**config.mk**
```make
export PLATFORM = sky130hd
export DESIGN_NAME = rgb_to_hsv_converter
export DESIGN_NICKNAME = d
export VERILOG_FILES = /design/src/rtl/rhc_pkg.sv /design/src/rtl/rgb_to_hsv_converter.sv /design/src/rtl/rhc_front.sv /design/src/rtl/rhc_queue.sv /design/src/rtl/rhc_back.sv
export SDC_FILE = /design/constraint.sdc
export NUM_CORES = 2
export LEC_CHECK = 0
export BUFFER_PORTS_ARGS = -buffer_cell sky130_fd_sc_hd__buf_2
export CAP_MARGIN = 20
export CORE_ASPECT_RATIO = 1.4
export CORE_MARGIN = 4
export CORE_UTILIZATION = 55
export DETAILED_ROUTE_END_ITERATION = 6
export PLACE_DENSITY = 0.82
export SLEW_MARGIN = 15
export SYNTH_ARGS = -nofsm -noshare
export SYNTH_HDL_FRONTEND = slang
export SYNTH_SLANG_ARGS = --single-unit
```
**constraint.sdc**
```tcl
create_clock -name i_clk -period 18 [get_ports i_clk]
set_clock_uncertainty 0.1 [all_clocks]
set_input_delay 0 -clock i_clk [delete_from_list [all_inputs] [get_ports i_clk]]
set_output_delay 0 -clock i_clk [all_outputs]
set_load 0.01 [all_outputs]
```
**src/rtl/rhc_pkg.sv**
```systemverilog
// shared constants, types and widths for the rgb to hsv converter
package rhc_pkg;

    localparam int CHANNEL_BITS  = 8;
    localparam int HUE_FRAC_BITS = 6;

    localparam int CB        = CHANNEL_BITS;
    // hue units per 60 degrees and per full turn
    localparam int HUE_SCALE = 60 * (2 ** HUE_FRAC_BITS);
    localparam int HUE_FULL  = 360 * (2 ** HUE_FRAC_BITS);
    localparam int HUE_W     = $clog2(HUE_FULL);
    localparam int HSW       = HUE_W + 1;
    // hue fraction quotient bits, at most HUE_SCALE
    localparam int HQW       = $clog2(HUE_SCALE + 1);
    localparam int HNW       = CB + HQW;
    localparam int NST       = (HQW > CB) ? HQW : CB;
    localparam int QDEPTH    = 2;

    localparam int IN_W      = ((3 * CB + 7) / 8) * 8;
    localparam int OUT_W     = ((HUE_W + 2 * CB + 7) / 8) * 8;

    typedef enum logic [1:0] {
        SEXT_RED,
        SEXT_GREEN,
        SEXT_BLUE
    } t_sext;

    // classified pixel handed from front to back
    typedef struct packed {
        logic            gray;
        logic            neg;
        t_sext           sext;
        logic [CB-1:0]   bright;
        logic [CB-1:0]   delta;
        logic [HNW-1:0]  nh;
        logic [2*CB-1:0] ns;
    } t_cls;

endpackage

```
**src/rtl/rgb_to_hsv_converter.sv**
```systemverilog
// rgb to hsv converter top level: front classifier, queue, divider back end
// Converts one RGB pixel per word to hue (1/64 degree units), saturation and
// brightness (value). Brightness is the largest channel; black and gray pixels
// give hue 0 and saturation 0. Saturation is floor(delta*255/max); hue is chosen
// by sextant (red before green before blue on ties), floor-rounded, and wrapped
// into 0..359.98 degrees. Throughput is one pixel per clock, sustained, as long
// as the output side takes words. From input acceptance to output valid a pixel
// passes one front register, the two-word queue, twelve restoring divider
// stages (one quotient bit each, set by the hue quotient width) and the output
// register. Reset is synchronous and active low.
module rgb_to_hsv_converter (
    input  logic                        i_clk,
    input  logic                        i_rst_n,
    // pixel input
    input  logic                        i_s_axis_tvalid,
    output logic                        o_s_axis_tready,
    // fields from bit 0: red, green, blue
    input  logic [rhc_pkg::IN_W-1:0]    i_s_axis_tdata,
    // hsv output
    output logic                        o_m_axis_tvalid,
    input  logic                        i_m_axis_tready,
    // fields from bit 0: hue, saturation, brightness, zero fill
    output logic [rhc_pkg::OUT_W-1:0]   o_m_axis_tdata
);
    import rhc_pkg::*;

    // front to queue
    logic             w_f_vld, w_f_rdy;
    t_cls             w_f_cls;
    // queue to back
    logic             w_b_vld, w_b_rdy;
    t_cls             w_b_cls;
    // results
    logic [HUE_W-1:0] w_hue;
    logic [CB-1:0]    w_sat, w_bri;

    // classify the pixel and build both dividends
    rhc_front u_front (
        .i_clk   (i_clk),
        .i_rst_n (i_rst_n),
        .i_valid (i_s_axis_tvalid),
        .o_ready (o_s_axis_tready),
        .i_red   (i_s_axis_tdata[CB-1:0]),
        .i_green (i_s_axis_tdata[2*CB-1:CB]),
        .i_blue  (i_s_axis_tdata[3*CB-1:2*CB]),
        .o_valid (w_f_vld),
        .i_ready (w_f_rdy),
        .o_cls   (w_f_cls)
    );

    // lets the front keep accepting while the back end is stalled
    rhc_queue u_queue (
        .i_clk   (i_clk),
        .i_rst_n (i_rst_n),
        .i_valid (w_f_vld),
        .o_ready (w_f_rdy),
        .i_data  (w_f_cls),
        .o_valid (w_b_vld),
        .i_ready (w_b_rdy),
        .o_data  (w_b_cls)
    );

    // divider pipeline and output register
    rhc_back u_back (
        .i_clk    (i_clk),
        .i_rst_n  (i_rst_n),
        .i_valid  (w_b_vld),
        .o_ready  (w_b_rdy),
        .i_cls    (w_b_cls),
        .o_valid  (o_m_axis_tvalid),
        .i_ready  (i_m_axis_tready),
        .o_hue    (w_hue),
        .o_sat    (w_sat),
        .o_bright (w_bri)
    );

    assign o_m_axis_tdata = OUT_W'({w_bri, w_sat, w_hue});

    // hue always stays below one full turn
    a_hue_range: assert property (@(posedge i_clk) disable iff (!i_rst_n)
        o_m_axis_tvalid |-> (w_hue < HUE_W'(HUE_FULL)))
        else $error("hue out of range");

    // zero saturation only for gray, and gray has zero hue
    a_gray_hue: assert property (@(posedge i_clk) disable iff (!i_rst_n)
        (o_m_axis_tvalid && (w_sat == '0)) |-> (w_hue == '0))
        else $error("nonzero hue with zero saturation");

    // black has zero saturation
    a_black_sat: assert property (@(posedge i_clk) disable iff (!i_rst_n)
        (o_m_axis_tvalid && (w_bri == '0)) |-> (w_sat == '0))
        else $error("nonzero saturation on black");

endmodule

```
**src/rtl/rhc_front.sv**
```systemverilog
// front stage: max, min, sextant, channel difference and dividends
module rhc_front (
    input  logic               i_clk,
    input  logic               i_rst_n,
    input  logic               i_valid,
    output logic               o_ready,
    input  logic [rhc_pkg::CB-1:0] i_red,
    input  logic [rhc_pkg::CB-1:0] i_green,
    input  logic [rhc_pkg::CB-1:0] i_blue,
    output logic               o_valid,
    input  logic               i_ready,
    output rhc_pkg::t_cls      o_cls
);
    import rhc_pkg::*;

    logic          r_fvld, n_fvld;
    t_cls          r_cls, n_cls;
    logic [CB-1:0] w_mx, w_mn, w_abs, w_rg_mx, w_rg_mn;
    logic          w_acc;

    assign o_ready = !r_fvld || i_ready;
    assign w_acc   = i_valid && o_ready;
    assign o_valid = r_fvld;
    assign o_cls   = r_cls;

    always_comb begin
        w_rg_mx = (i_red >= i_green) ? i_red : i_green;
        w_rg_mn = (i_red <= i_green) ? i_red : i_green;
        w_mx    = (i_blue > w_rg_mx) ? i_blue : w_rg_mx;
        w_mn    = (i_blue < w_rg_mn) ? i_blue : w_rg_mn;
        n_cls.bright = w_mx;
        n_cls.delta  = w_mx - w_mn;
        n_cls.gray   = (w_mx == w_mn);
        priority if (i_red == w_mx) begin
            n_cls.sext = SEXT_RED;
            n_cls.neg  = i_green < i_blue;
            w_abs      = n_cls.neg ? i_blue - i_green : i_green - i_blue;
        end else if (i_green == w_mx) begin
            n_cls.sext = SEXT_GREEN;
            n_cls.neg  = i_blue < i_red;
            w_abs      = n_cls.neg ? i_red - i_blue : i_blue - i_red;
        end else begin
            n_cls.sext = SEXT_BLUE;
            n_cls.neg  = i_red < i_green;
            w_abs      = n_cls.neg ? i_green - i_red : i_red - i_green;
        end
        n_cls.nh = HNW'(w_abs) * HNW'(HUE_SCALE);
        // delta * (2^cb - 1)
        n_cls.ns = {n_cls.delta, CB'(0)} - {CB'(0), n_cls.delta};
        n_fvld   = w_acc || (r_fvld && !i_ready);
    end

    always_ff @(posedge i_clk) begin
        if (!i_rst_n) begin
            r_fvld <= 1'b0;
        end else begin
            r_fvld <= n_fvld;
        end
    end

    always_ff @(posedge i_clk) begin
        if (w_acc) begin
            r_cls <= n_cls;
        end
    end

endmodule

```
**src/rtl/rhc_queue.sv**
```systemverilog
// two-word queue between front and back
module rhc_queue (
    input  logic          i_clk,
    input  logic          i_rst_n,
    input  logic          i_valid,
    output logic          o_ready,
    input  rhc_pkg::t_cls i_data,
    output logic          o_valid,
    input  logic          i_ready,
    output rhc_pkg::t_cls o_data
);
    import rhc_pkg::*;

    localparam int PW = $clog2(QDEPTH);
    localparam int CW = $clog2(QDEPTH + 1);

    t_cls          r_mem [QDEPTH];
    logic [PW-1:0] r_wp, r_rp;
    logic [CW-1:0] r_count;
    logic          w_push, w_pop;

    assign o_ready = r_count != CW'(QDEPTH);
    assign o_valid = r_count != '0;
    assign o_data  = r_mem[r_rp];
    assign w_push  = i_valid && o_ready;
    assign w_pop   = o_valid && i_ready;

    always_ff @(posedge i_clk) begin
        if (!i_rst_n) begin
            r_wp    <= '0;
            r_rp    <= '0;
            r_count <= '0;
        end else begin
            if (w_push) begin
                r_wp <= (r_wp == PW'(QDEPTH - 1)) ? '0 : r_wp + 1'b1;
            end
            if (w_pop) begin
                r_rp <= (r_rp == PW'(QDEPTH - 1)) ? '0 : r_rp + 1'b1;
            end
            r_count <= r_count + CW'(w_push) - CW'(w_pop);
        end
    end

    always_ff @(posedge i_clk) begin
        if (w_push) begin
            r_mem[r_wp] <= i_data;
        end
    end

endmodule

```
**src/rtl/rhc_back.sv**
```systemverilog
// back end: pipelined restoring dividers for hue and saturation, final hue assembly
module rhc_back (
    input  logic                  i_clk,
    input  logic                  i_rst_n,
    input  logic                  i_valid,
    output logic                  o_ready,
    input  rhc_pkg::t_cls         i_cls,
    output logic                  o_valid,
    input  logic                  i_ready,
    output logic [rhc_pkg::HUE_W-1:0] o_hue,
    output logic [rhc_pkg::CB-1:0]    o_sat,
    output logic [rhc_pkg::CB-1:0]    o_bright
);
    import rhc_pkg::*;

    logic           w_en;
    logic           r_v  [NST];
    t_cls           r_c  [NST];
    logic [CB-1:0]  r_rh [NST];
    logic [HQW-1:0] r_qh [NST];
    logic [CB-1:0]  r_rs [NST];
    logic [CB-1:0]  r_qs [NST];

    logic             r_ovld;
    logic [HUE_W-1:0] r_hue, n_hue;
    logic [CB-1:0]    r_sat, r_bri;
    logic [HSW-1:0]   w_base, w_q;
    t_cls             w_lc;

    // whole pipeline moves when the output register is free
    assign w_en    = !r_ovld || i_ready;
    assign o_ready = w_en;

    genvar s;
    generate
        for (s = 0; s < NST; s++) begin : g_stage
            logic           w_vi;
            t_cls           w_ci;
            logic [CB-1:0]  w_rhi, w_rsi, w_rho, w_rso;
            logic [HQW-1:0] w_qhi, w_qho;
            logic [CB-1:0]  w_qsi, w_qso;

            if (s == 0) begin : g_first
                assign w_vi  = i_valid;
                assign w_ci  = i_cls;
                assign w_rhi = i_cls.nh[HNW-1:HQW];
                assign w_qhi = '0;
                assign w_rsi = i_cls.ns[2*CB-1:CB];
                assign w_qsi = '0;
            end else begin : g_next
                assign w_vi  = r_v[s-1];
                assign w_ci  = r_c[s-1];
                assign w_rhi = r_rh[s-1];
                assign w_qhi = r_qh[s-1];
                assign w_rsi = r_rs[s-1];
                assign w_qsi = r_qs[s-1];
            end

            if (s < HQW) begin : g_hstep
                logic [CB:0] w_th;
                assign w_th  = {w_rhi, w_ci.nh[HQW-1-s]};
                assign w_rho = (w_th >= {1'b0, w_ci.delta}) ?
                               CB'(w_th - {1'b0, w_ci.delta}) : w_th[CB-1:0];
                assign w_qho = {w_qhi[HQW-2:0], w_th >= {1'b0, w_ci.delta}};
            end else begin : g_hpass
                assign w_rho = w_rhi;
                assign w_qho = w_qhi;
            end

            if (s < CB) begin : g_sstep
                logic [CB:0] w_ts;
                assign w_ts  = {w_rsi, w_ci.ns[CB-1-s]};
                assign w_rso = (w_ts >= {1'b0, w_ci.bright}) ?
                               CB'(w_ts - {1'b0, w_ci.bright}) : w_ts[CB-1:0];
                assign w_qso = {w_qsi[CB-2:0], w_ts >= {1'b0, w_ci.bright}};
            end else begin : g_spass
                assign w_rso = w_rsi;
                assign w_qso = w_qsi;
            end

            always_ff @(posedge i_clk) begin
                if (!i_rst_n) begin
                    r_v[s] <= 1'b0;
                end else if (w_en) begin
                    r_v[s] <= w_vi;
                end
            end

            always_ff @(posedge i_clk) begin
                if (w_en) begin
                    r_c[s]  <= w_ci;
                    r_rh[s] <= w_rho;
                    r_qh[s] <= w_qho;
                    r_rs[s] <= w_rso;
                    r_qs[s] <= w_qso;
                end
            end
        end
    endgenerate

    // hue = sextant base +/- floor part, wrapped into one turn
    always_comb begin
        w_lc = r_c[NST-1];
        unique case (w_lc.sext)
            SEXT_RED:   w_base = '0;
            SEXT_GREEN: w_base = HSW'(2 * HUE_SCALE);
            SEXT_BLUE:  w_base = HSW'(4 * HUE_SCALE);
            default:    w_base = '0;
        endcase
        w_q = HSW'(r_qh[NST-1]) + HSW'(w_lc.neg && (r_rh[NST-1] != '0));
        if (w_lc.gray) begin
            n_hue = '0;
        end else if (!w_lc.neg) begin
            n_hue = HUE_W'(w_base + w_q);
        end else if (w_q > w_base) begin
            n_hue = HUE_W'(w_base + HSW'(HUE_FULL) - w_q);
        end else begin
            n_hue = HUE_W'(w_base - w_q);
        end
    end

    always_ff @(posedge i_clk) begin
        if (!i_rst_n) begin
            r_ovld <= 1'b0;
        end else if (w_en) begin
            r_ovld <= r_v[NST-1];
        end
    end

    always_ff @(posedge i_clk) begin
        if (w_en) begin
            r_hue <= n_hue;
            r_sat <= w_lc.gray ? '0 : r_qs[NST-1];
            r_bri <= w_lc.bright;
        end
    end

    assign o_valid  = r_ovld;
    assign o_hue    = r_hue;
    assign o_sat    = r_sat;
    assign o_bright = r_bri;

endmodule
```
==> flow_metrics.tcl <==
set metrics [dict create \
    clock.fmax_mhz 117 \
    gp_congestion 0.885 \
    ys_seq_elements 748 \
    dp_hpwl_um 49900 \
    synthAdderAreaFrac_pct 11.3 \
    synthToLayoutAreaGrowth_pct 9.72 \
    synth_top_family_by_area "adder cells" \
    die_area_um2 70800 \
    grt.total_usage_pct 19.4 \
    layout.nets 3255 \
    die_h_um 313 \
    seq_power_share_pct 42.2 \
    cts_htree_levels 3 \
    irDropWorstVdd_uv 75.1 \
    synthArstFlopShare_pct 0 \
    num_rows 111 \
    grt_antenna_before_repair 1 \
    coreArea_um2 65700 \
    dieWidth_um 226 \
    period_needed_ns 8.55 \
    synthCells 2822 \
    p_leak_nw 16.5 \
    clkSinkCount 748 \
    grt_pass1_vias 22700 \
    crit_type "input port to register" \
    drt_iter0_markers 1278 \
    fin_ws_ns 9.45 \
    critPathMaxStageDelay_ns 0.85 \
    vias_per_cell 5.61 \
    intPower_w 0.00493 \
    switching_share_pct 35.0 \
    dr.pass1.iters 7 \
    status "finished, final reports clean" \
    yosysWarnings 0 \
    post-place-ws_ns 9.40 \
    slew_viol_final 0 \
    synthXorXnorAreaFrac_pct 3.28 \
    startpoint_type "input port" \
    ys_seq_area_share_pct 61.2 \
    cp.required_ns 18.23 \
    synthFlopType "edfxtp_1" \
    tns_ns 0 \
    synth_edf_count 740 \
    cts_setup_buffers 0 \
    worst_pin_slew_ns 1.08 \
    yosys.area_share.simple_pct 7.04 \
    drive_above_1_share_pct 8.28 \
    rsz0062_at_grt "false" \
    layout_common_cells "edfxtp_1 (740), inv_1 (386), ha_1 (267)" \
    cts_tree "done" \
    ios 62 \
    synth_cell_type_count 74 \
    pwr-share-clk_pct 18.5 \
    cts_hold_buffers 13 \
    avgSynthCellArea_um2 13.0 \
    syn-num-nets 3156 \
    detail_route.wirelength_um 68700 \
    synthesis.area_um2 36600 \
    final_common_cell "edfxtp_1" \
    cts_root_buf "clkbuf_16" \
    crit_path_end_kind "register" \
    power_density_nw_per_um2 189 \
    drc 0 \
    relSlewSlack_pct 28.0 \
    clk_path_buf_depth 3 \
    grt_first_pass_wirelength_um 111000 \
    synth_compound_area_share_pct 9.47 \
    clock_latency_ns 0.60 \
    regArea_um2 22400 \
    numCtsBuffers 68 \
    setup_viol 0 \
    finalHoldViolations 0 \
    cpMostUsedCell "a21oi_1" \
    io_buffers 60 \
    cts_resized 0 \
    multiInputGateArea_um2 12500 \
    comb_power_share_pct 39.3 \
    crit_fanout 25 \
    worstPathArrival_ns 8.78 \
    holdWs_ns 0.0686 \
    synthMuxAreaShare_pct 3.04 \
    maxCapViolCount 0 \
    clkTransAtPathRegs_ns 0.07 \
    grt-ovfl-total 0 \
    p_switching_w 0.00266 \
    num_antenna_cells 0 \
    final_antenna_net_count 0 \
    start_util_pct 55.7 \
    vias 21400 \
    fillers 4703 \
    finish.utilization_pct 61.1 \
    cp_slowest_cell "nor4_4" \
    fin_crit_sh_pct 47.5 \
    worstHoldPathType "input port to register" \
    avgRoutedWirePerCell_um 18.0 \
    grt_max_degree 199 \
]
-- metal layers --
| layer | routed length, um | vias to the layer above | part of all wire [%] | global-route usage, % |
|---|---|---|---|---|
| li1 | - | 10400 | - | - |
| met1 | 23600 | 10400 | 34 | 19.1 |
| met2 | 39600 | 513 | 58 | 39.0 |
| met3 | 2260 | 172 | 3.3 | 2.52 |
| met4 | 3190 | 2 | 4.6 | 9.35 |
| met5 | 8 | - | 0.012 | 0 |
-- power by group through the flow --
stage                     Sequential, W  Clock (W)  Combinational, W
after global placement          0.00318          0           0.00274
after floorplan                 0.00310          0           0.00225
after CTS                       0.00321    0.00143           0.00298
after detailed placement        0.00323          0           0.00294
after global routing            0.00326    0.00151           0.00336
final                           0.00320    0.00140           0.00298
-- logic make-up (layout without fill, tap and decap cells) --
group | Yosys count | in the layout
flops | 748 | 748
compound gates | 570 | 570
simple gates | 513 | 513
buf+inv | 444 | 593
fa+ha+maj | 308 | 308
xor+xnor | 136 | 136
mux | 102 | 102
other cells | 1 | 1
-- worst max-delay path, delay by kind of cell --
| kind | cells | cell delay [ns] |
|---|---|---|
| and+or+nand+nor | 5 | 1.42 |
| xor gates and xnor gates | 1 | 0.10 |
| buffers and inverters | 5 | 1.18 |
| AOI/OAI and AO/OA | 15 | 3.49 |
| adders and majority gates | 5 | 2.04 |
| muxes | 2 | 0.52 |
-- flip-flops by register name, summed over array words and instances (netlist names), 12 cells and up, named ones only --
| name | count |
|---|---|
| u_back.o_hue | 15 |
| u_queue.r_mem | 94 |
| u_back.r_rh | 96 |
| u_back.r_rs | 56 |
| u_back.r_c | 259 |
| u_back.r_qh | 78 |
| u_back.r_qs | 68 |
| u_back.r_v | 12 |
| u_front.o_cls | 47 |
-- cell type report --
type / instances / area share, %
Sequential cell: 748 / 55.7
Multi-Input combinational cell: 1630 / 31.2
Clock buffer: 75 / 4.46
Inverter: 387 / 3.64
Tap cell: 847 / 2.64
Timing Repair Buffer: 86 / 1.38
Clock inverter: 45 / 0.947
-- Yosys cell counts (4+ instances only) --
cell type	instances	area, um2
ha_1	267	3340
xnor2_1	72	631
nand2b_1	8	50.1
a21oi_1	151	756
a21boi_0	11	82.6
a211oi_1	6	45.0
nand2_1	166	623
o31ai_1	39	293
nor4_1	4	25.0
nor2_2	4	25.0
nor3_1	12	60.1
or3_1	5	31.3
nor2_1	98	368
and3_1	47	294
o21a_1	4	30.0
dfxtp_1	8	160
buf_2	6	30.0
mux2i_1	58	581
clkbuf_1	42	158
nand3_1	25	125
nand4_1	36	225
fa_1	39	781
inv_1	387	1450
a311oi_1	7	61.3
mux2_2	40	450
o211a_1	18	180
and2_1	15	93.8
xor2_1	63	552
or4_1	19	143
a21o_1	34	255
o21bai_1	35	263
edfxtp_1	740	22200
nor2b_1	60	375
buf_6	4	45.0
o22ai_1	6	37.5
o21ai_0	224	1120
a31oi_1	4	25.0
-- path summary, 6_finish.rpt --
check	startpoint	end	slack, ns	cells after the start
min reg2reg	u_back.r_qh[2][27]	u_back.r_qh[2][40]	0.31	0
min	i_s_axis_tdata[8]	u_front.o_cls[44]	0.07	4
max reg2reg	u_back.r_c[2][222]	u_back.o_hue[11]	12.54	18
max	i_s_axis_tdata[15]	u_front.o_cls[35]	9.45	33
-- per-stage QoR --
| stage | cell area [um2] | power (W) | std cells |
|---|---|---|---|
| floorplan | 36600 | 0.00535 | 2822 |
| global placement | 37800 | 0.00592 | 3684 |
| detailed placement | 37800 | 0.00617 | 3684 |
| CTS | 40100 | 0.00762 | 3817 |
| global route | 40200 | 0.00814 | 3818 |
| finish | 40200 | 0.00759 | 3818 |
Note: power is estimated with default switching activity, not from simulation.
